## config.mk

```make
export PLATFORM = sky130hd
export DESIGN_NAME = i2c_master_transfer_sequencer_flat
export DESIGN_NICKNAME = d
export VERILOG_FILES = /design/src/hdl/i2cmts_pkg.sv /design/src/hdl/i2cmts_channels.sv /design/src/hdl/i2cmts_core.sv /design/src/hdl/i2cmts_out_q.sv /design/src/hdl/i2c_master_transfer_sequencer.sv /design/src/flat_wrapper.sv
export SDC_FILE = /design/constraint.sdc
export NUM_CORES = 1
export LEC_CHECK = 0
export ABC_AREA = 1
export BUFFER_PORTS_ARGS = -buffer_cell sky130_fd_sc_hd__buf_2
export CORE_ASPECT_RATIO = 1.75
export CORE_MARGIN = 2
export CORE_UTILIZATION = 48
export CTS_CLUSTER_SIZE = 30
export DETAILED_ROUTE_END_ITERATION = 8
export HOLD_SLACK_MARGIN = 0.08
export PLACE_DENSITY_LB_ADDON = 0.12
export SYNTH_ARGS = -nofsm -noshare
export SYNTH_HDL_FRONTEND = slang
export SYNTH_SLANG_ARGS = --single-unit
```

## constraint.sdc

```tcl
create_clock -name clk -period 4.4 [get_ports clk]
set_input_delay 0.88 -clock clk [delete_from_list [all_inputs] [get_ports clk]]
set_output_delay 0.88 -clock clk [all_outputs]
set_load 0.02 [all_outputs]
```

## src/hdl/i2cmts_pkg.sv

```systemverilog
package i2cmts_pkg;

  localparam int unsigned BUF_DEPTH_DEFAULT = 16;

  localparam int unsigned OQ_DEPTH = 3;
  localparam int unsigned OQ_IDX_W = $clog2(OQ_DEPTH);
  localparam int unsigned OQ_LVL_W = $clog2(OQ_DEPTH + 1);

  typedef enum logic [1:0] {
    CMD_WR_BUF = 2'd0,
    CMD_START  = 2'd1,
    CMD_EVENT  = 2'd2,
    CMD_RD_BUF = 2'd3
  } cmd_t;

  typedef enum logic [1:0] {
    OC_PENDING = 2'd0,
    OC_SUCCESS = 2'd1,
    OC_FAILED  = 2'd2
  } outcome_t;

  localparam logic [7:0] STATUS_MASK     = 8'hFC;
  localparam logic [7:0] ST_START        = 8'h08;
  localparam logic [7:0] ST_RSTART       = 8'h10;
  localparam logic [7:0] ST_TX_ADDR_ACK  = 8'h18;
  localparam logic [7:0] ST_TX_DATA_ACK  = 8'h28;
  localparam logic [7:0] ST_ARB_LOST     = 8'h38;
  localparam logic [7:0] ST_RX_ADDR_ACK  = 8'h40;
  localparam logic [7:0] ST_RX_DATA_ACK  = 8'h50;
  localparam logic [7:0] ST_RX_DATA_NACK = 8'h58;

  localparam logic [5:0] CW_EN  = 6'h01;
  localparam logic [5:0] CW_IE  = 6'h02;
  localparam logic [5:0] CW_INT = 6'h04;
  localparam logic [5:0] CW_ACK = 6'h08;
  localparam logic [5:0] CW_STA = 6'h10;
  localparam logic [5:0] CW_STO = 6'h20;

  typedef struct packed {
    logic       ctrl_valid;
    logic [5:0] ctrl_word;
    logic       tx_valid;
    logic [7:0] tx_data;
    outcome_t   outcome;
    logic [7:0] fail_status;
    logic       busy_res;
    logic [7:0] read_data;
  } res_t;

endpackage

```

## src/hdl/i2cmts_channels.sv

```systemverilog
interface i2cmts_in_if;
  logic       valid;
  logic       ready;
  logic [1:0] cmd;
  logic [3:0] index;
  logic [7:0] data;
  logic [4:0] msg_size;
  logic [7:0] status;

  modport source (output valid, cmd, index, data, msg_size, status, input ready);
  modport sink   (input valid, cmd, index, data, msg_size, status, output ready);
endinterface

interface i2cmts_out_if;
  logic       valid;
  logic       ready;
  logic       ctrl_valid;
  logic [5:0] ctrl_word;
  logic       tx_valid;
  logic [7:0] tx_data;
  logic [1:0] outcome;
  logic [7:0] fail_status;
  logic       busy_res;
  logic [7:0] read_data;

  modport source (output valid, ctrl_valid, ctrl_word, tx_valid, tx_data, outcome,
                  fail_status, busy_res, read_data, input ready);
  modport sink   (input valid, ctrl_valid, ctrl_word, tx_valid, tx_data, outcome,
                  fail_status, busy_res, read_data, output ready);
endinterface

```

## src/hdl/i2cmts_core.sv

```systemverilog
module i2cmts_core import i2cmts_pkg::*; #(
  parameter int unsigned BUFFER_DEPTH = BUF_DEPTH_DEFAULT
) (
  input  logic                clk,
  input  logic                rst_n,
  i2cmts_in_if.sink           in_ch,
  input  logic [OQ_LVL_W-1:0] oq_level,
  output logic                res_valid,
  output res_t                res
);

  localparam int unsigned PW    = $clog2(BUFFER_DEPTH + 1);
  localparam int unsigned AW    = $clog2(BUFFER_DEPTH);
  localparam int unsigned CMP_W = (PW > 5) ? PW : 5;
  localparam int unsigned XW    = CMP_W + 1;
  localparam logic [PW-1:0] DEPTH_P = PW'(BUFFER_DEPTH);
  localparam logic [XW-1:0] DEPTH_X = XW'(BUFFER_DEPTH);
  localparam logic [OQ_LVL_W:0] OQ_FULL = (OQ_LVL_W + 1)'(OQ_DEPTH);

  logic [PW-1:0] ptr_r, ptr_nxt, len_r, len_nxt;
  outcome_t      oc_r, oc_nxt;
  logic [7:0]    fst_r, fst_nxt;
  logic          busy_r, busy_nxt;

  logic            acc;
  logic [7:0]      stat;
  logic            idx_ok, ptr_lt;
  logic [PW-1:0]   base_p, adv_p, rx_p;
  logic [XW-1:0]   base_x, len_x, msz_x, idx_x, rx_x;

  logic          mem_we, mem_re;
  logic [AW-1:0] mem_wa, mem_ra;
  logic [7:0]    mem_wd, mem_q;
  logic [7:0]    mem [BUFFER_DEPTH];

  logic       ctrl_v, tx_v, rd_v;
  logic [5:0] cword;

  logic       b_valid_r;
  logic       b_ctrl_v_r, b_tx_r, b_rd_r, b_busy_r;
  logic [5:0] b_cword_r;
  outcome_t   b_oc_r;
  logic [7:0] b_fst_r;

  assign in_ch.ready = ((OQ_LVL_W + 1)'(oq_level) + (OQ_LVL_W + 1)'(b_valid_r)) < OQ_FULL;
  assign acc         = in_ch.valid && in_ch.ready;

  assign stat   = in_ch.status & STATUS_MASK;
  assign idx_x  = XW'(in_ch.index);
  assign msz_x  = XW'(in_ch.msg_size);
  assign len_x  = XW'(len_r);
  assign idx_ok = idx_x < DEPTH_X;
  assign ptr_lt = ptr_r < DEPTH_P;
  assign adv_p  = ptr_lt ? ptr_r + PW'(1) : ptr_r;
  assign base_p = (stat == ST_START || stat == ST_RSTART) ? '0 : ptr_r;
  assign base_x = XW'(base_p);
  assign rx_p   = (stat == ST_RX_DATA_ACK) ? adv_p : ptr_r;
  assign rx_x   = XW'(rx_p);

  always_comb begin
    ptr_nxt  = ptr_r;
    len_nxt  = len_r;
    oc_nxt   = oc_r;
    fst_nxt  = fst_r;
    busy_nxt = busy_r;
    ctrl_v   = 1'b0;
    cword    = '0;
    tx_v     = 1'b0;
    rd_v     = 1'b0;
    mem_we   = 1'b0;
    mem_re   = 1'b0;
    mem_wa   = AW'(in_ch.index);
    mem_ra   = AW'(in_ch.index);
    mem_wd   = in_ch.data;
    case (cmd_t'(in_ch.cmd))
      CMD_WR_BUF: begin
        mem_we = idx_ok;
      end
      CMD_START: begin
        if (!busy_r) begin
          len_nxt  = (msz_x < DEPTH_X) ? PW'(in_ch.msg_size) : DEPTH_P;
          oc_nxt   = OC_PENDING;
          fst_nxt  = '0;
          busy_nxt = 1'b1;
          ctrl_v   = 1'b1;
          cword    = CW_EN | CW_IE | CW_INT | CW_STA;
        end
      end
      CMD_RD_BUF: begin
        mem_re = idx_ok;
        rd_v   = idx_ok;
      end
      CMD_EVENT: begin
        if (busy_r) begin
          ctrl_v = 1'b1;
          case (stat)
            ST_START, ST_RSTART, ST_TX_ADDR_ACK, ST_TX_DATA_ACK: begin
              ptr_nxt = base_p;
              if (base_x < len_x && base_x < DEPTH_X) begin
                tx_v    = 1'b1;
                mem_re  = 1'b1;
                mem_ra  = base_p[AW-1:0];
                cword   = CW_EN | CW_IE | CW_INT;
                ptr_nxt = base_p + PW'(1);
              end else begin
                oc_nxt   = OC_SUCCESS;
                busy_nxt = 1'b0;
                cword    = CW_EN | CW_INT | CW_STO;
              end
            end
            ST_RX_DATA_ACK, ST_RX_ADDR_ACK: begin
              if (stat == ST_RX_DATA_ACK) begin
                mem_we = ptr_lt;
                mem_wa = ptr_r[AW-1:0];
              end
              ptr_nxt = rx_p;
              if (rx_x + XW'(1) < len_x) begin
                cword = CW_EN | CW_IE | CW_INT | CW_ACK;
              end else begin
                cword = CW_EN | CW_IE | CW_INT;
              end
            end
            ST_RX_DATA_NACK: begin
              mem_we   = ptr_lt;
              mem_wa   = ptr_r[AW-1:0];
              oc_nxt   = OC_SUCCESS;
              busy_nxt = 1'b0;
              cword    = CW_EN | CW_INT | CW_STO;
            end
            ST_ARB_LOST: begin
              cword = CW_EN | CW_IE | CW_INT | CW_STA;
            end
            default: begin
              oc_nxt   = OC_FAILED;
              fst_nxt  = stat;
              busy_nxt = 1'b0;
              cword    = CW_EN;
            end
          endcase
        end
      end
      default: begin
      end
    endcase
  end

  always_ff @(posedge clk) begin
    if (!rst_n) begin
      ptr_r     <= '0;
      len_r     <= '0;
      oc_r      <= OC_PENDING;
      fst_r     <= '0;
      busy_r    <= 1'b0;
      b_valid_r <= 1'b0;
    end else begin
      b_valid_r <= acc;
      if (acc) begin
        ptr_r  <= ptr_nxt;
        len_r  <= len_nxt;
        oc_r   <= oc_nxt;
        fst_r  <= fst_nxt;
        busy_r <= busy_nxt;
      end
    end
  end

  always_ff @(posedge clk) begin
    if (acc && mem_we) begin
      mem[mem_wa] <= mem_wd;
    end
    if (acc && mem_re) begin
      mem_q <= mem[mem_ra];
    end
  end

  always_ff @(posedge clk) begin
    if (acc) begin
      b_ctrl_v_r <= ctrl_v;
      b_cword_r  <= cword;
      b_tx_r     <= tx_v;
      b_rd_r     <= rd_v;
      b_oc_r     <= oc_nxt;
      b_fst_r    <= fst_nxt;
      b_busy_r   <= busy_nxt;
    end
  end

  always_comb begin
    res_valid       = b_valid_r;
    res.ctrl_valid  = b_ctrl_v_r;
    res.ctrl_word   = b_cword_r;
    res.tx_valid    = b_tx_r;
    res.tx_data     = b_tx_r ? mem_q : 8'h00;
    res.outcome     = b_oc_r;
    res.fail_status = b_fst_r;
    res.busy_res    = b_busy_r;
    res.read_data   = b_rd_r ? mem_q : 8'h00;
  end

  a_ptr_range: assert property (@(posedge clk) disable iff (!rst_n)
    ptr_r <= DEPTH_P)
    else $error("byte pointer beyond buffer depth");

  a_len_range: assert property (@(posedge clk) disable iff (!rst_n)
    len_r <= DEPTH_P)
    else $error("transfer length beyond buffer depth");

  a_no_overrun: assert property (@(posedge clk) disable iff (!rst_n)
    ((OQ_LVL_W + 1)'(oq_level) + (OQ_LVL_W + 1)'(b_valid_r)) <= OQ_FULL)
    else $error("more items in flight than output queue slots");

  a_end_outcome: assert property (@(posedge clk) disable iff (!rst_n)
    $fell(busy_r) |-> (oc_r == OC_SUCCESS || oc_r == OC_FAILED))
    else $error("transfer ended while outcome still pending");

  a_tx_has_ctrl: assert property (@(posedge clk) disable iff (!rst_n)
    (b_valid_r && b_tx_r) |-> (b_ctrl_v_r && !b_rd_r))
    else $error("tx byte without control word or with buffer read");

endmodule

```

## src/hdl/i2cmts_out_q.sv

```systemverilog
module i2cmts_out_q import i2cmts_pkg::*; (
  input  logic                clk,
  input  logic                rst_n,
  input  logic                push,
  input  res_t                push_item,
  i2cmts_out_if.source        out_ch,
  output logic [OQ_LVL_W-1:0] level
);

  res_t                q_r [OQ_DEPTH];
  logic [OQ_IDX_W-1:0] wr_r, wr_nxt, rd_r, rd_nxt;
  logic [OQ_LVL_W-1:0] lvl_r, lvl_nxt;
  logic                pop;
  res_t                head;

  assign pop   = out_ch.valid && out_ch.ready;
  assign level = lvl_r;
  assign head  = q_r[rd_r];

  assign out_ch.valid       = lvl_r != '0;
  assign out_ch.ctrl_valid  = head.ctrl_valid;
  assign out_ch.ctrl_word   = head.ctrl_word;
  assign out_ch.tx_valid    = head.tx_valid;
  assign out_ch.tx_data     = head.tx_data;
  assign out_ch.outcome     = head.outcome;
  assign out_ch.fail_status = head.fail_status;
  assign out_ch.busy_res    = head.busy_res;
  assign out_ch.read_data   = head.read_data;

  always_comb begin
    wr_nxt  = wr_r;
    rd_nxt  = rd_r;
    lvl_nxt = lvl_r + OQ_LVL_W'(push) - OQ_LVL_W'(pop);
    if (push) begin
      wr_nxt = (wr_r == OQ_IDX_W'(OQ_DEPTH - 1)) ? '0 : wr_r + OQ_IDX_W'(1);
    end
    if (pop) begin
      rd_nxt = (rd_r == OQ_IDX_W'(OQ_DEPTH - 1)) ? '0 : rd_r + OQ_IDX_W'(1);
    end
  end

  always_ff @(posedge clk) begin
    if (!rst_n) begin
      wr_r  <= '0;
      rd_r  <= '0;
      lvl_r <= '0;
    end else begin
      wr_r  <= wr_nxt;
      rd_r  <= rd_nxt;
      lvl_r <= lvl_nxt;
    end
  end

  always_ff @(posedge clk) begin
    if (push) begin
      q_r[wr_r] <= push_item;
    end
  end

endmodule

```

## src/hdl/i2c_master_transfer_sequencer.sv

```systemverilog
// I2C master transfer sequencer.
// in_ch carries one command item per handshake: write a buffer byte, start a
// transfer, report a bus status event, or read a buffer byte. out_ch returns
// exactly one result item per command, in order: control word for the bus
// engine, byte to transmit, transfer outcome, failing status, busy flag and
// buffer read data.
// A result reaches out_ch through the registered result stage (state update
// and buffer access), then the output queue. Throughput: one item per cycle
// while in_ch.ready is high. The buffer is a single-port-write,
// single-port-read memory; each item uses at most one write and one read.
// A three-entry output queue absorbs stalls: while out_ch.ready is low,
// in_ch keeps accepting until the queue and the result stage hold three
// items, then in_ch.ready drops until the receiver takes one.
// Reset clears byte pointer, transfer length, outcome, failing status, busy
// flag and the output queue; buffer contents are undefined until written.
module i2c_master_transfer_sequencer import i2cmts_pkg::*; #(
  parameter int unsigned BUFFER_DEPTH = BUF_DEPTH_DEFAULT
) (
  input  logic          clk,
  input  logic          rst_n,
  i2cmts_in_if.sink     in_ch,
  i2cmts_out_if.source  out_ch
);

  logic                res_valid;
  res_t                res;
  logic [OQ_LVL_W-1:0] oq_level;

  i2cmts_core #(
    .BUFFER_DEPTH (BUFFER_DEPTH)
  ) u_core (
    .clk       (clk),
    .rst_n     (rst_n),
    .in_ch     (in_ch),
    .oq_level  (oq_level),
    .res_valid (res_valid),
    .res       (res)
  );

  i2cmts_out_q u_out_q (
    .clk       (clk),
    .rst_n     (rst_n),
    .push      (res_valid),
    .push_item (res),
    .out_ch    (out_ch),
    .level     (oq_level)
  );

endmodule

```

## src/flat_wrapper.sv

```systemverilog
// flat-port wrapper written by rule: the top's interface ports become plain ports
module i2c_master_transfer_sequencer_flat import i2cmts_pkg::*;
#(
  parameter int unsigned BUFFER_DEPTH = BUF_DEPTH_DEFAULT
)
  (clk, rst_n, in_ch_valid, in_ch_cmd, in_ch_index, in_ch_data, in_ch_msg_size, in_ch_status, in_ch_ready, out_ch_valid, out_ch_ctrl_valid, out_ch_ctrl_word, out_ch_tx_valid, out_ch_tx_data, out_ch_outcome, out_ch_fail_status, out_ch_busy_res, out_ch_read_data, out_ch_ready);
  i2cmts_in_if in_ch_i ();
  i2cmts_out_if out_ch_i ();
  input  logic clk;
  input  logic rst_n;
  input wire logic [$bits(in_ch_i.valid)-1:0] in_ch_valid;
  input wire logic [$bits(in_ch_i.cmd)-1:0] in_ch_cmd;
  input wire logic [$bits(in_ch_i.index)-1:0] in_ch_index;
  input wire logic [$bits(in_ch_i.data)-1:0] in_ch_data;
  input wire logic [$bits(in_ch_i.msg_size)-1:0] in_ch_msg_size;
  input wire logic [$bits(in_ch_i.status)-1:0] in_ch_status;
  output wire logic [$bits(in_ch_i.ready)-1:0] in_ch_ready;
  output wire logic [$bits(out_ch_i.valid)-1:0] out_ch_valid;
  output wire logic [$bits(out_ch_i.ctrl_valid)-1:0] out_ch_ctrl_valid;
  output wire logic [$bits(out_ch_i.ctrl_word)-1:0] out_ch_ctrl_word;
  output wire logic [$bits(out_ch_i.tx_valid)-1:0] out_ch_tx_valid;
  output wire logic [$bits(out_ch_i.tx_data)-1:0] out_ch_tx_data;
  output wire logic [$bits(out_ch_i.outcome)-1:0] out_ch_outcome;
  output wire logic [$bits(out_ch_i.fail_status)-1:0] out_ch_fail_status;
  output wire logic [$bits(out_ch_i.busy_res)-1:0] out_ch_busy_res;
  output wire logic [$bits(out_ch_i.read_data)-1:0] out_ch_read_data;
  input wire logic [$bits(out_ch_i.ready)-1:0] out_ch_ready;
  assign in_ch_i.valid = in_ch_valid;
  assign in_ch_i.cmd = in_ch_cmd;
  assign in_ch_i.index = in_ch_index;
  assign in_ch_i.data = in_ch_data;
  assign in_ch_i.msg_size = in_ch_msg_size;
  assign in_ch_i.status = in_ch_status;
  assign in_ch_ready = in_ch_i.ready;
  assign out_ch_valid = out_ch_i.valid;
  assign out_ch_ctrl_valid = out_ch_i.ctrl_valid;
  assign out_ch_ctrl_word = out_ch_i.ctrl_word;
  assign out_ch_tx_valid = out_ch_i.tx_valid;
  assign out_ch_tx_data = out_ch_i.tx_data;
  assign out_ch_outcome = out_ch_i.outcome;
  assign out_ch_fail_status = out_ch_i.fail_status;
  assign out_ch_busy_res = out_ch_i.busy_res;
  assign out_ch_read_data = out_ch_i.read_data;
  assign out_ch_i.ready = out_ch_ready;
  i2c_master_transfer_sequencer #(.BUFFER_DEPTH(BUFFER_DEPTH)) u_core (.clk(clk), .rst_n(rst_n), .in_ch(in_ch_i), .out_ch(out_ch_i));
endmodule
```

# [Word-level counts from Yosys, hierarchy flattened]
# Memory sizes are Yosys's and may differ from the RTL's. A register that Yosys moved wholly into a read port is not among the register bits.
# Index checks and enable logic that the tools add are counted.
[totals] reg_bits=48 mem_bits_rw=233 input_bits=31 output_inout_bits=37 wordCells=115 mem_count=2
[mem_list] name="u_core.u_core.mem" depth=16 width=8 rd=1 rd_clocked_by_memory_dff=1 wr=1 line="i2cmts_core.sv:34" text="logic [7:0] mem [BUFFER_DEPTH];"
[mem_list] name="u_core.u_out_q.q_r" depth=3 width=35 rd=1 rd_clocked_by_memory_dff=1 wr=1 line="i2cmts_out_q.sv:10" text="res_t q_r [OQ_DEPTH];"
[op_classes] addsub=8 n_lt_le_gt_ge=7 n_eq_ne=13 n_mux=53 bitwise=1 n_reduce_logical=15
[op_table] op="2-to-1 mux 8 bit" n=5
[op_table] op="2-to-1 mux 4 bit" n=8
[op_table] op="2-to-1 mux 5 bit" n=6
[op_table] op="case mux 6 bit (4 select lines)" n=1
[op_table] op="== test 6 x 5 -> 1 bit, second input constant" n=3
[op_table] op="case mux 8 bit (2 select lines)" n=1
[op_table] op="< comparator 5 bit, second input constant" n=3
[op_table] op="2-to-1 mux 2 bit" n=7
[op_table] op="== test 6 x 3 -> 1 bit, second input constant" n=2
[op_table] op="== test 6 x 4 -> 1 bit, second input constant" n=2
[op_table] op="2-to-1 mux 1 bit" n=12
[op_table] op="2-to-1 mux 6 bit" n=2
[op_table] op="case mux 1 bit (2 select lines)" n=6
[op_table] op="case mux 6 bit (2 select lines)" n=1
[op_table] op="adder 5 x 1 -> 5 bit, second input constant" n=2
[op_table] op="case mux 5 bit (2 select lines)" n=1
[op_table] op="== test 2 bit, second input constant" n=4
[op_table] op="case mux 4 bit (2 select lines)" n=1
[op_table] op="OR reduction 8 bit" n=1
[op_table] op="adder 5 x 1 -> 6 bit, second input constant" n=1
[op_table] op="== test 6 x 2 -> 1 bit, second input constant" n=1
[op_table] op="< comparator 6 x 5 -> 1 bit" n=1
[op_table] op="case mux 2 bit (3 select lines)" n=1
[op_table] op="logical AND 1 bit" n=5
[op_table] op="other kinds (18)" n=20

# [Logic depth before layout (Yosys ltp)]
# Gate-level depths: netlist (run 1).
[depth] ltp_word=10 ltp_mapped=19 mapped_depth_nobuf=17

# [By module]
# Synthesis (run 1) repeated with hierarchy kept, for this count alone.
[hier_totals] hier_cells=1260 hier_area_um2=13055.0
[modules_own_cells] module="i2cmts_core" instances=1 cells_each=951 area_per_inst_um2=8753.4 seq_area_each_um2=5094.9
[modules_own_cells] module="i2cmts_out_q" instances=1 cells_each=309 area_per_inst_um2=4301.6 seq_area_each_um2=3313.2

# [Worst setup path after synthesis (run 1)]
# No wires, ideal clock.
[synth_path] path_type="register -> register" from="reg u_core.u_core.b_valid_r (netlist: u_core.u_core.res_valid)" to="mem u_core.u_out_q.q_r[0][0] (netlist bit) (enable)" setup_ns=0.470 arrival_ns=2.808 t_required_ns=3.930 setup_slack_ns=1.122 stages_incl_launch_ff=3 path_buffers=0 period_less_slack_ns=3.278 path_cell_list="dfxtp_1 inv_1 nor3_1"
[synth_between] elab_chain_cells=2
[synth_rtl] item="from (decl)" line="i2cmts_core.sv:39" text="logic b_valid_r;"
[synth_rtl] item="from (signal assigned)" line="i2cmts_core.sv:154" text="b_valid_r <= 1'b0;"
[synth_rtl] item="from (signal assigned)" line="i2cmts_core.sv:156" text="b_valid_r <= acc;"
[synth_rtl] item="2-to-1 mux 1 bit" line="i2cmts_out_q.sv:55" text="if (push) begin"
[synth_rtl] item="2-to-1 mux 1 bit (implied by the code)" line="i2cmts_out_q.sv:56" text="q_r[wr_r] <= push_item;"
[synth_rtl] item="to (decl)" line="i2cmts_out_q.sv:10"
# No other way between the ends.

# [Worst setup path in the final report (run 1)]
[layout_path] from="in in_ch_status[7]" to="reg u_core.u_core.mem_q[0], read port of u_core.u_core.mem, data pin"
[layout_between] elab_chain_cells=10 elab_cells_between_ends=19 classes_between="2 x order compare; 4 x eq/ne; 9 x mux; 4 x reduce/logical"
[layout_rtl] item="from (decl)" line="flat_wrapper.sv:16" text="input wire logic [$bits(in_ch_i.status)-1:0] in_ch_status;"
[layout_rtl] item="== test 6 x 2 -> 1 bit or == test 6 x 3 -> 1 bit (tied branches)" line="i2cmts_core.sv:55, i2cmts_core.sv:96"
[layout_rtl] item="logical OR 1 bit" line="i2cmts_core.sv:55" text="assign base_p = (stat == ST_START || stat == ST_RSTART) ? '0 : ptr_r;"
[layout_rtl] item="2-to-1 mux 5 bit" line="i2cmts_core.sv:55"
[layout_rtl] item="< comparator 5 bit" line="i2cmts_core.sv:99" text="if (base_x < len_x && base_x < DEPTH_X) begin"
[layout_rtl] item="logical AND 1 bit" line="i2cmts_core.sv:99"
[layout_rtl] item="2-to-1 mux 1 bit" line="i2cmts_core.sv:99"
[layout_rtl] item="2-to-1 mux 1 bit" line="i2cmts_core.sv:96" text="case (stat)"
[layout_rtl] item="2-to-1 mux 1 bit" line="i2cmts_core.sv:94" text="if (busy_r) begin"
[layout_rtl] item="case mux 1 bit (2 select lines)" line="i2cmts_core.sv:75" text="case (cmd_t'(in_ch.cmd))"
[layout_rtl] item="logical AND 1 bit" line="i2cmts_core.sv:171" text="if (acc && mem_re) begin"
[layout_rtl] item="to (decl)" line="i2cmts_core.sv:33" text="logic [7:0] mem_wd, mem_q;"
# Parallel ways exist; a longest one is shown, timed or not.
# A chain may end at the register's enable or synchronous reset.

==> results of run 1 <==
==> per-layer routing <==
metal / part of all wire [%] / wire length, µm
met3: 3.7 / 1018
met5: 0 / 0
met2: 53 / 14900
met4: 5.7 / 1593
met1: 37 / 10360
==> worst max-delay path by stage <==
| stage | startpoint | end | slack [ns] | cells after the start |
|---|---|---|---|---|
| global placement | in_ch_status[7] | u_core.u_core.mem_q[0] | 0.51 | 16 |
| global route | in_ch_status[7] | u_core.u_core.mem_q[4] | 0.88 | 16 |
| floorplan | u_core.u_core.res_valid | u_core.u_out_q.q_r[0][0] | 1.12 | 2 |
| finish | in_ch_status[7] | u_core.u_core.mem_q[0] | 1.11 | 16 |
| CTS | in_ch_status[7] | u_core.u_core.mem_q[0] | 1.08 | 16 |
| detailed placement | in_ch_status[7] | u_core.u_core.mem_q[0] | 0.49 | 16 |
==> cells in the mapped netlist (2+ instances only) <==
library cell | count | area, µm²
a211oi_1 | 3 | 22.52
a21oi_1 | 89 | 445.4
a221oi_1 | 2 | 17.52
a31oi_1 | 4 | 25.02
buf_2 | 16 | 80.08
buf_4 | 2 | 15.01
buf_6 | 4 | 45.04
clkbuf_1 | 20 | 75.07
clkinv_1 | 4 | 15.01
dfxtp_1 | 30 | 600.6
edfxtp_1 | 257 | 7717
ha_1 | 17 | 212.7
inv_1 | 218 | 818.3
inv_2 | 6 | 22.52
nand2_1 | 214 | 803.3
nand2_2 | 4 | 25.02
nand3_1 | 171 | 855.8
nand3_2 | 3 | 30.03
nand4_2 | 2 | 25.02
nor2_1 | 80 | 300.3
nor2_2 | 5 | 31.28
nor3_1 | 5 | 25.02
o211ai_1 | 2 | 15.01
o21a_1 | 2 | 15.01
o21ai_0 | 23 | 115.1
o21ai_2 | 3 | 26.28
o32ai_1 | 6 | 52.55
xor2_1 | 8 | 70.07
==> metrics by stage <==
step                total power, µW  util (%)  std cells  hold slack [ns]
finish                         6680     55.20       1632           0.4545
global route                   6969     55.20       1632           0.4761
CTS                            6760     55.20       1632           0.4575
detailed placement             4435     51.77       1584           0.4466
global placement               4418     51.77       1584           0.4412
floorplan                      4007         -       1212           0.4358
==> critical path, cell delays in order <==
cell and delay [ns]:
buf_2 0.13, nor2_2 0.18, nand3_1 0.19, nand2_1 0.15, nor2_1 0.10, ha_1 0.30
nand2_1 0.08, nand3_2 0.12, nand2_2 0.11, nand4_4 0.14, o21ai_2 0.43, buf_4 0.38
nand3_1 0.11, nand3_1 0.10, nand3_1 0.15, nand2_1 0.13
==> state kept, by name, summed over array words and instances (netlist names), named ones only <==
name / flops
u_core.u_core.b_rd_r: 1
u_core.u_out_q.q_r: 102
u_core.u_core.mem: 128
u_core.u_core.b_fst_r: 8
u_core.u_core.len_r: 5
u_core.u_out_q.level: 2
u_core.u_core.b_busy_r: 1
u_core.u_core.res_valid: 1
u_core.u_out_q.rd_r: 2
u_core.u_core.mem_q: 8
u_core.u_out_q.wr_r: 2
u_core.u_core.ptr_r: 5
u_core.u_core.busy_r: 1
u_core.u_core.b_cword_r: 6
u_core.u_core.b_tx_r: 1
u_core.u_core.b_oc_r: 2
u_core.u_core.oc_r: 2
u_core.u_core.fst_r: 8
==> where the power goes <==
| part | internal [µW] | leakage, µW | switching [µW] | total (µW) |
|---|---|---|---|---|
| Clock | 1320 | 0.000431 | 1010 | 2330 |
| Sequential | 3120 | 0.00261 | 63.5 | 3190 |
| Combinational | 351 | 0.00301 | 815 | 1170 |
==> logic make-up (layout without fill, tap and decap cells) <==
family,after synthesis,in the layout
compound gates,140,140
simple gates,489,489
buf+inv,271,371
flops,287,287
xor+xnor,8,8
fa+ha+maj,17,17
==> area by class of cell <==
class                           count  share of cell area (%)
Sequential cell                   287                   58.27
Multi-Input combinational cell    654                   22.69
Inverter                          228                   5.995
Clock buffer                       30                   4.882
Timing Repair Buffer               95                   4.032
Tap cell                          320                   2.805
Clock inverter                     18                   1.324
==> cell usage in the layout, fill, tap and decap left out, drive strengths merged, types with 2 or more instances in the layout <==
master and instances:
buf 95, clkbuf 30, o21a 2, nand2 218, nor2 85, nand4 4, a221oi 2, ha 17
clkinv 16, o32ai 6, clkinvlp 3, o211ai 2, xor2 8, edfxtp 257, a21oi 90, a211oi 3
bufinv 3, o21ai 26, nor3 6, nand3 174, a31oi 4, inv 224, dfxtp 30
==> results_dict.tcl, run 1 <==
set metrics [dict create \
    async_flop_share_pct 0 \
    via_per_inst 5.143 \
    num_rows 78 \
    io_pins 68 \
    drt_iter0_drc 600 \
    synth_xor_area_share_pct 0.5554 \
    worst-endpoint-arrival_ns 3.70 \
    cts_resized 0 \
    grt_pass1_wl_um 43730 \
    grt_use_met1_pct 21.53 \
    drive_above_1_share_pct 12.96 \
    core-area_um2 25860 \
    clockRootBuffer "clkbuf_16" \
    worstSkewPairLatency_ns 0.55 \
    synth_compound_area_share_pct 6.279 \
    drv_slew 0 \
    grt_overflow_total 0 \
    clk_pin_slew_ns 0.07 \
    slew_headroom_pct 48.96 \
    synth-simple-area-share_pct 17.02 \
    regArea_um2 8318 \
    r2r_start "u_core.u_core.ptr_r[1]" \
    synth_area_um2 12610 \
    cts_hold_buf 0 \
    fin_ws_ns 1.111 \
    hpwlAfterDp_um 19030 \
    placed_area_um2 13390 \
    clockBufferDepth 3 \
    syn_to_final_growth_pct 13.16 \
    cts_tree "built" \
    grt_max_degree 48 \
    first_global_vias 8308 \
    yosysSeqAreaShare_pct 65.94 \
    place_ws_ns 0.4924 \
    firstDrtPassIters 5 \
    r2r_cells 13 \
    irDropWorstVdd_v 0.0002978 \
    powerDensity_nw_per_um2 467.9 \
    fin_nets 1340 \
    io_buffers 65 \
    synth_cell_types 40 \
    synth-adder-area-share_pct 1.686 \
    routabilityCongestion 0.8412 \
    post-route-period-util_pct 74.74 \
    min_period_ns 3.289 \
    post_cts_buffers 0 \
    critPathRequiredTime_ns 4.81 \
    use_met2_pct 38.65 \
    synthMuxAreaShare_pct 0 \
    final_area_um2 14270 \
    r2r_slack_ns 1.51 \
    min_to "u_core.u_core.fst_r[0]" \
    startpoint_type "input port" \
    synth_top_family_by_area "simple AND/OR/NAND/NOR gates" \
    grt_busiest_layer "met2" \
    htreeDepth 1 \
    cts.sinks 287 \
    rsz0062_at_grt "no" \
    avgSynthCellArea_um2 10.41 \
    worstSetupPathType "input port to flop" \
    syn_nets 1260 \
    hold_class "flop to flop" \
    hold_viol_final 0 \
    vias 8394 \
    die_area_um2 27640 \
    fin_skew_ns 0.01601 \
    fillers 2329 \
    hold_path_startpoint "u_core.u_core.fst_r[0]" \
    end_kind "flop" \
    wire_per_inst_um 17.08 \
    max_freq_mhz 304.1 \
    gr-usage-all-layers_pct 20.43 \
    synth_edf_count 257 \
    tightest_slew_ns 0.7628 \
    cp_max_fo 23 \
    routed_wl_um 27870 \
    cts_made_buffers 26 \
    antenna_found_initial 0 \
    grtUsageMet3_pct 2.301 \
    synthCells 1212 \
    tns_ns 0 \
    drt.antenna.violating_nets 0 \
    diodes 0 \
    drc_errors 0 \
    r2r-end "u_core.u_core.mem_q[0]" \
    outcome "finished, final reports clean" \
    setup_violations 0 \
    start_util_pct 48.78 \
    ys_seq_elements 287 \
    die_w_um 126.5 \
    die_h_um 218.5 \
    min_path_cells 2 \
    cap_violations 0 \
    p_leak_uw 0.006049 \
    multiInputGateArea_um2 3239 \
    synth_ff_type "edfxtp_1" \
    yosys_warnings 0 \
]
No activity file was read; power rests on OpenSTA's default activity.
==> inputs of run 2 (changes only) <==
==> constraint.sdc (replaced) <==
create_clock -name clk -period 3.4 [get_ports clk]
set_input_delay 0.68 -clock clk [delete_from_list [all_inputs] [get_ports clk]]
set_output_delay 0.68 -clock clk [all_outputs]
set_load 0.02 [all_outputs]
==> results_dict.tcl, run 2 (same netlist as run 1, synthesis figures left out) <==
set metrics [dict create \
    wire_per_inst_um 17.05 \
    layout_commonest_cell "edfxtp_1" \
    multiInputGateArea_um2 3239 \
    final_core_util_pct 56.55 \
    place_ws_ns -0.09916 \
    diodes 0 \
    hold_class "input port to flop" \
    min_path_cells 3 \
    cts_tree "built" \
    cap_violations 0 \
    hold_viol_final 0 \
    hpwlAfterDp_um 20050 \
    post_cts_buffers 0 \
    reg_top3 "u_core.u_core.mem (128), u_core.u_out_q.q_r (102)" \
    regArea_um2 8318 \
    die_w_um 126.5 \
    crit_path_cell_trace "clkinv_1 > buf_4 > nand2_1 > a21oi_1 > buf_2" \
    cts.sinks 287 \
    via_per_inst 5.094 \
    worstSkewPairLatency_ns 0.54 \
    powerDensity_nw_per_um2 596.3 \
    grt_max_degree 35 \
    fin_skew_ns 0.01330 \
    fin_nets 1376 \
    drc_errors 0 \
    critPathTopFamily "buffers and inverters" \
    io_buffers 65 \
    r2r_cells 13 \
    startpoint_type "flop" \
    clk_pin_slew_ns 0.07 \
    drt_iter0_drc 480 \
    cpPeakStageDelay_ns 0.63 \
    cts_made_buffers 26 \
    worstSetupPathType "flop to output pin" \
    io_pins 68 \
    drv_slew 0 \
    max_freq_mhz 334.2 \
    fin_ws_ns 0.4080 \
    grt_pass1_wl_um 44660 \
    antenna_found_initial 0 \
    p_leak_uw 0.006265 \
    routed_wl_um 28420 \
    dp.cells 1620 \
    grt_overflow_total 0 \
    clockBufferDepth 3 \
    slowest_stage "clkinv_1" \
    irDropWorstVdd_v 0.0006062 \
    setup_violations 0 \
    largest_register_ffs 128 \
    clockRootBuffer "clkbuf_16" \
    syn_to_final_growth_pct 15.93 \
    firstDrtPassIters 5 \
    die_h_um 218.5 \
    cp_max_fo 21 \
    vias 8491 \
    post-route-period-util_pct 88.00 \
    drt.antenna.violating_nets 0 \
    cts_hold_buf 0 \
    placed_area_um2 13730 \
    final_area_um2 14620 \
    rsz0062_at_grt "no" \
    final_cell_mix "edfxtp_1, inv_1, nand2_1" \
    timing.hold.ws_ns 0.3791 \
    cp_num_cells 5 \
    instances_no_fill 1667 \
    cts_resized 0 \
    routabilityCongestion 0.9464 \
    top_register "u_core.u_core.mem" \
    gr-usage-all-layers_pct 20.85 \
    worst-endpoint-arrival_ns 2.31 \
    outcome "finished, final reports clean" \
    drive_above_1_share_pct 14.92 \
    first_global_vias 8727 \
    num_rows 78 \
    fillers 2299 \
    critPathBufInv 3 \
    htreeDepth 1 \
    critPathRequiredTime_ns 2.72 \
    die_area_um2 27640 \
    end_kind "output pin" \
    slew_headroom_pct 45.55 \
    start_util_pct 48.78 \
    tightest_slew_ns 0.8117 \
    core-area_um2 25860 \
    min_period_ns 2.992 \
]
[run 2: cell count changes in the layout (fill, tap and decap cells not counted)]
| cell | before | now |
|---|---|---|
| buf_4 | 28 | 58 |
| buf_12 | 2 | 8 |
| clkinvlp_4 | 3 | 0 |
| bufinv_16 | 3 | 5 |
| clkbuf_1 | 2 | 4 |
| clkinv_1 | 6 | 8 |
| clkinv_2 | 7 | 5 |
| clkbuf_16 | 27 | 26 |
| clkbuf_8 | 1 | 0 |
[run 2: worst min-delay path, stage by stage]
cell     delay [ns]
buf_2          0.09
nand2_1        0.05
a21oi_1        0.05
[run 2: cell type report]
type,count,area share [%]
tap,320,2.738
sequential,287,56.88
inverter,228,5.852
multi-input combinational,654,22.15
clock buffer,30,4.552
timing repair buffer,131,6.297
clock inverter,17,1.531
[run 2: report_power, final]
| part | total (µW) | switching [µW] | internal [µW] | leakage (µW) |
|---|---|---|---|---|
| clock | 3050 | 1260 | 1790 | 0.000437 |
| sequential | 4120 | 78.0 | 4040 | 0.00261 |
| combinational | 1550 | 1070 | 482 | 0.00322 |
| total | 8720 | 2410 | 6310 | 0.00626 |
[run 2: through the flow]
step           setup TNS, ns  total power (µW)
2_1_floorplan              0              5185
3_3_place_gp         -0.4658              5748
3_5_place_dp         -0.6362              5775
4_1_cts                    0              8819
5_1_grt                    0              9077
6_report                   0              8720
[run 2: path summary, 6_finish.rpt]
kind                     startpoint                     end  slack (ns)
max                            flop     out_ch_ctrl_word[4]        0.41
min               in_ch_msg_size[1]  u_core.u_core.len_r[1]        0.38
max reg2reg  u_core.u_core.ptr_r[1]  u_core.u_core.mem_q[2]        0.64
min reg2reg  u_core.u_core.fst_r[1]  u_core.u_core.fst_r[1]        0.45
[run 2: layer usage]
layer	global-route usage, %	up-vias	routed length, µm
met1	20.92	4012	10410
met2	42.34	156	16160
li1	-	4266	-
met4	8.974	0	1106
met5	0	-	0
met3	1.958	57	746
==> inputs of run 3 (changes only) <==
--- a/config.mk
+++ b/config.mk
@@ -13,7 +13,8 @@
 export CTS_CLUSTER_SIZE = 30
 export DETAILED_ROUTE_END_ITERATION = 8
 export HOLD_SLACK_MARGIN = 0.08
-export PLACE_DENSITY_LB_ADDON = 0.12
+export PLACE_DENSITY = 0.72
+export SETUP_SLACK_MARGIN = 0.05
 export SYNTH_ARGS = -nofsm -noshare
 export SYNTH_HDL_FRONTEND = slang
 export SYNTH_SLANG_ARGS = --single-unit
==> results_dict.tcl, run 3 (same netlist as run 1, synthesis figures left out) <==
set metrics [dict create \
    outcome "finished, final reports clean" \
    layout_commonest_cell "edfxtp_1" \
    routed_wl_um 28200 \
    setup_violations 0 \
    critPathBufInv 3 \
    die_w_um 126.5 \
    top_register "u_core.u_core.mem" \
    core-area_um2 25860 \
    min_path_cells 3 \
    worst-endpoint-arrival_ns 2.23 \
    drt.antenna.violating_nets 0 \
    via_per_inst 5.240 \
    slowest_stage "clkinv_1" \
    cts.sinks 287 \
    startpoint_type "flop" \
    hpwlAfterDp_um 19610 \
    powerDensity_nw_per_um2 592.8 \
    die_area_um2 27640 \
    place_ws_ns 0.004540 \
    antenna_found_initial 0 \
    worstSetupPathType "flop to output pin" \
    largest_register_ffs 128 \
    fin_ws_ns 0.4920 \
    start_util_pct 48.78 \
    final_core_util_pct 55.83 \
    clockBufferDepth 3 \
    r2r_start "u_core.u_core.ptr_r[1]" \
    drive_above_1_share_pct 13.93 \
    vias 8635 \
    drt_iter0_drc 701 \
    cp_max_fo 24 \
    cts_made_buffers 25 \
    cts_tree "built" \
    wire_per_inst_um 17.11 \
    grt_pass1_wl_um 44020 \
    end_kind "output pin" \
    critPathRequiredTime_ns 2.72 \
    grt_overflow_total 0 \
    first_global_vias 8644 \
    syn_to_final_growth_pct 14.46 \
    clk_pin_slew_ns 0.07 \
    io_buffers 65 \
    cts_resized 0 \
    post_cts_buffers 0 \
    worstSkewPairLatency_ns 0.53 \
    cts_hold_buf 0 \
    dp.cells 1603 \
    clockRootBuffer "clkbuf_16" \
    hold_viol_final 0 \
    crit_path_cell_trace "clkinv_1 > buf_4 > nand2_1 > a21oi_1 > buf_2" \
    hold_path_startpoint "in_ch_msg_size[2]" \
    gr-usage-all-layers_pct 20.32 \
    critPathTopFamily "buffers and inverters" \
    fin_skew_ns 0.01891 \
    die_h_um 218.5 \
    r2r-end "u_core.u_core.mem_q[0]" \
    num_rows 78 \
    min_period_ns 2.908 \
    r2r_cells 15 \
    htreeDepth 1 \
    routabilityCongestion 0.9754 \
    grt_max_degree 43 \
    diodes 0 \
    reg_top3 "u_core.u_core.mem (128), u_core.u_out_q.q_r (102)" \
    post-route-period-util_pct 85.53 \
    drv_slew 0 \
    irDropWorstVdd_v 0.0004126 \
    r2r_slack_ns 0.70 \
    p_leak_uw 0.006146 \
    cap_violations 0 \
    rsz0062_at_grt "no" \
    cpPeakStageDelay_ns 0.61 \
    io_pins 68 \
    fin_nets 1358 \
    drc_errors 0 \
    firstDrtPassIters 6 \
    min_to "u_core.u_core.len_r[2]" \
    hold_class "input port to flop" \
    tightest_slew_ns 1.091 \
    tns_ns 0 \
    slew_headroom_pct 27.06 \
    max_freq_mhz 343.9 \
    final_cell_mix "edfxtp_1, inv_1, nand2_1" \
    instances_no_fill 1648 \
]
==> run 3: cell types whose count changed in the layout (fill, tap and decap cells not counted) <==
cell and change:
clkbuf_1 -1, bufinv_16 -2, inv_6 +1, clkinvlp_4 +3
clkinv_1 -2, buf_4 -16, clkinv_4 -1, clkinv_8 -1
clkinv_2 -2, clkbuf_16 -1, clkbuf_8 +4, buf_12 -1
==> run 3: worst register-to-register path: stages (launching register included) <==
cell     delay, ns
dfxtp_1       0.33
inv_1         0.10
nor2_1        0.24
ha_1          0.27
nand2_1       0.08
nand3_2       0.13
nand2_2       0.13
nand4_4       0.15
nand2_1       0.16
inv_2         0.04
nor2_2        0.12
buf_12        0.22
nand3_1       0.14
nand3_1       0.12
nand3_1       0.18
nand2_1       0.15
==> run 3: how the worst max path moves through the flow <==
| stage | depth (start not counted) | slack, ns | to |
|---|---|---|---|
| CTS | 5 | 0.43 | out_ch_fail_status[7] |
| finish | 5 | 0.49 | out_ch_fail_status[7] |
| detailed placement | 18 | 0.005 | u_core.u_core.mem_q[1] |
| global placement | 18 | 0.12 | u_core.u_core.mem_q[1] |
| floorplan | 2 | 0.12 | u_core.u_out_q.q_r[0][0] |
| global route | 5 | 0.34 | out_ch_fail_status[7] |
==> run 3: final cells by class <==
cell class | count | area (µm²)
fillers | 2178 | 11420
flip-flops and latches | 287 | 8318
multi-input cells | 654 | 3239
inverters | 228 | 855.8
repair buffers | 114 | 780.7
clock buffers | 32 | 691.9
well taps | 320 | 400.4
clock inverters | 13 | 152.6
==> run 3: report_power, final <==
| group | switching (µW) | total, µW | internal, µW |
|---|---|---|---|
| clock | 1220 | 2890 | 1670 |
| combinational | 1070 | 1540 | 471 |
| sequential | 83.3 | 4130 | 4040 |
==> run 3: metrics by stage <==
stage          total power [µW]  instance area, µm²  hold WS (ns)
2_1_floorplan              5185               12610        0.4358
3_3_place_gp               5728               13590        0.4409
3_5_place_dp               5763               13590        0.4456
4_1_cts                    8639               14440        0.3848
5_1_grt                    8894               14440        0.3943
6_report                   8559               14440        0.4007
==> run 3: layer usage <==
| metal | global-route usage (%) | vias up | wire length, µm |
|---|---|---|---|
| li1 | - | 4226 | - |
| met1 | 21.47 | 4087 | 10350 |
| met2 | 38.89 | 243 | 15430 |
| met3 | 2.032 | 79 | 1013 |
| met4 | 10.99 | 0 | 1399 |
| met5 | 0 | - | 0 |
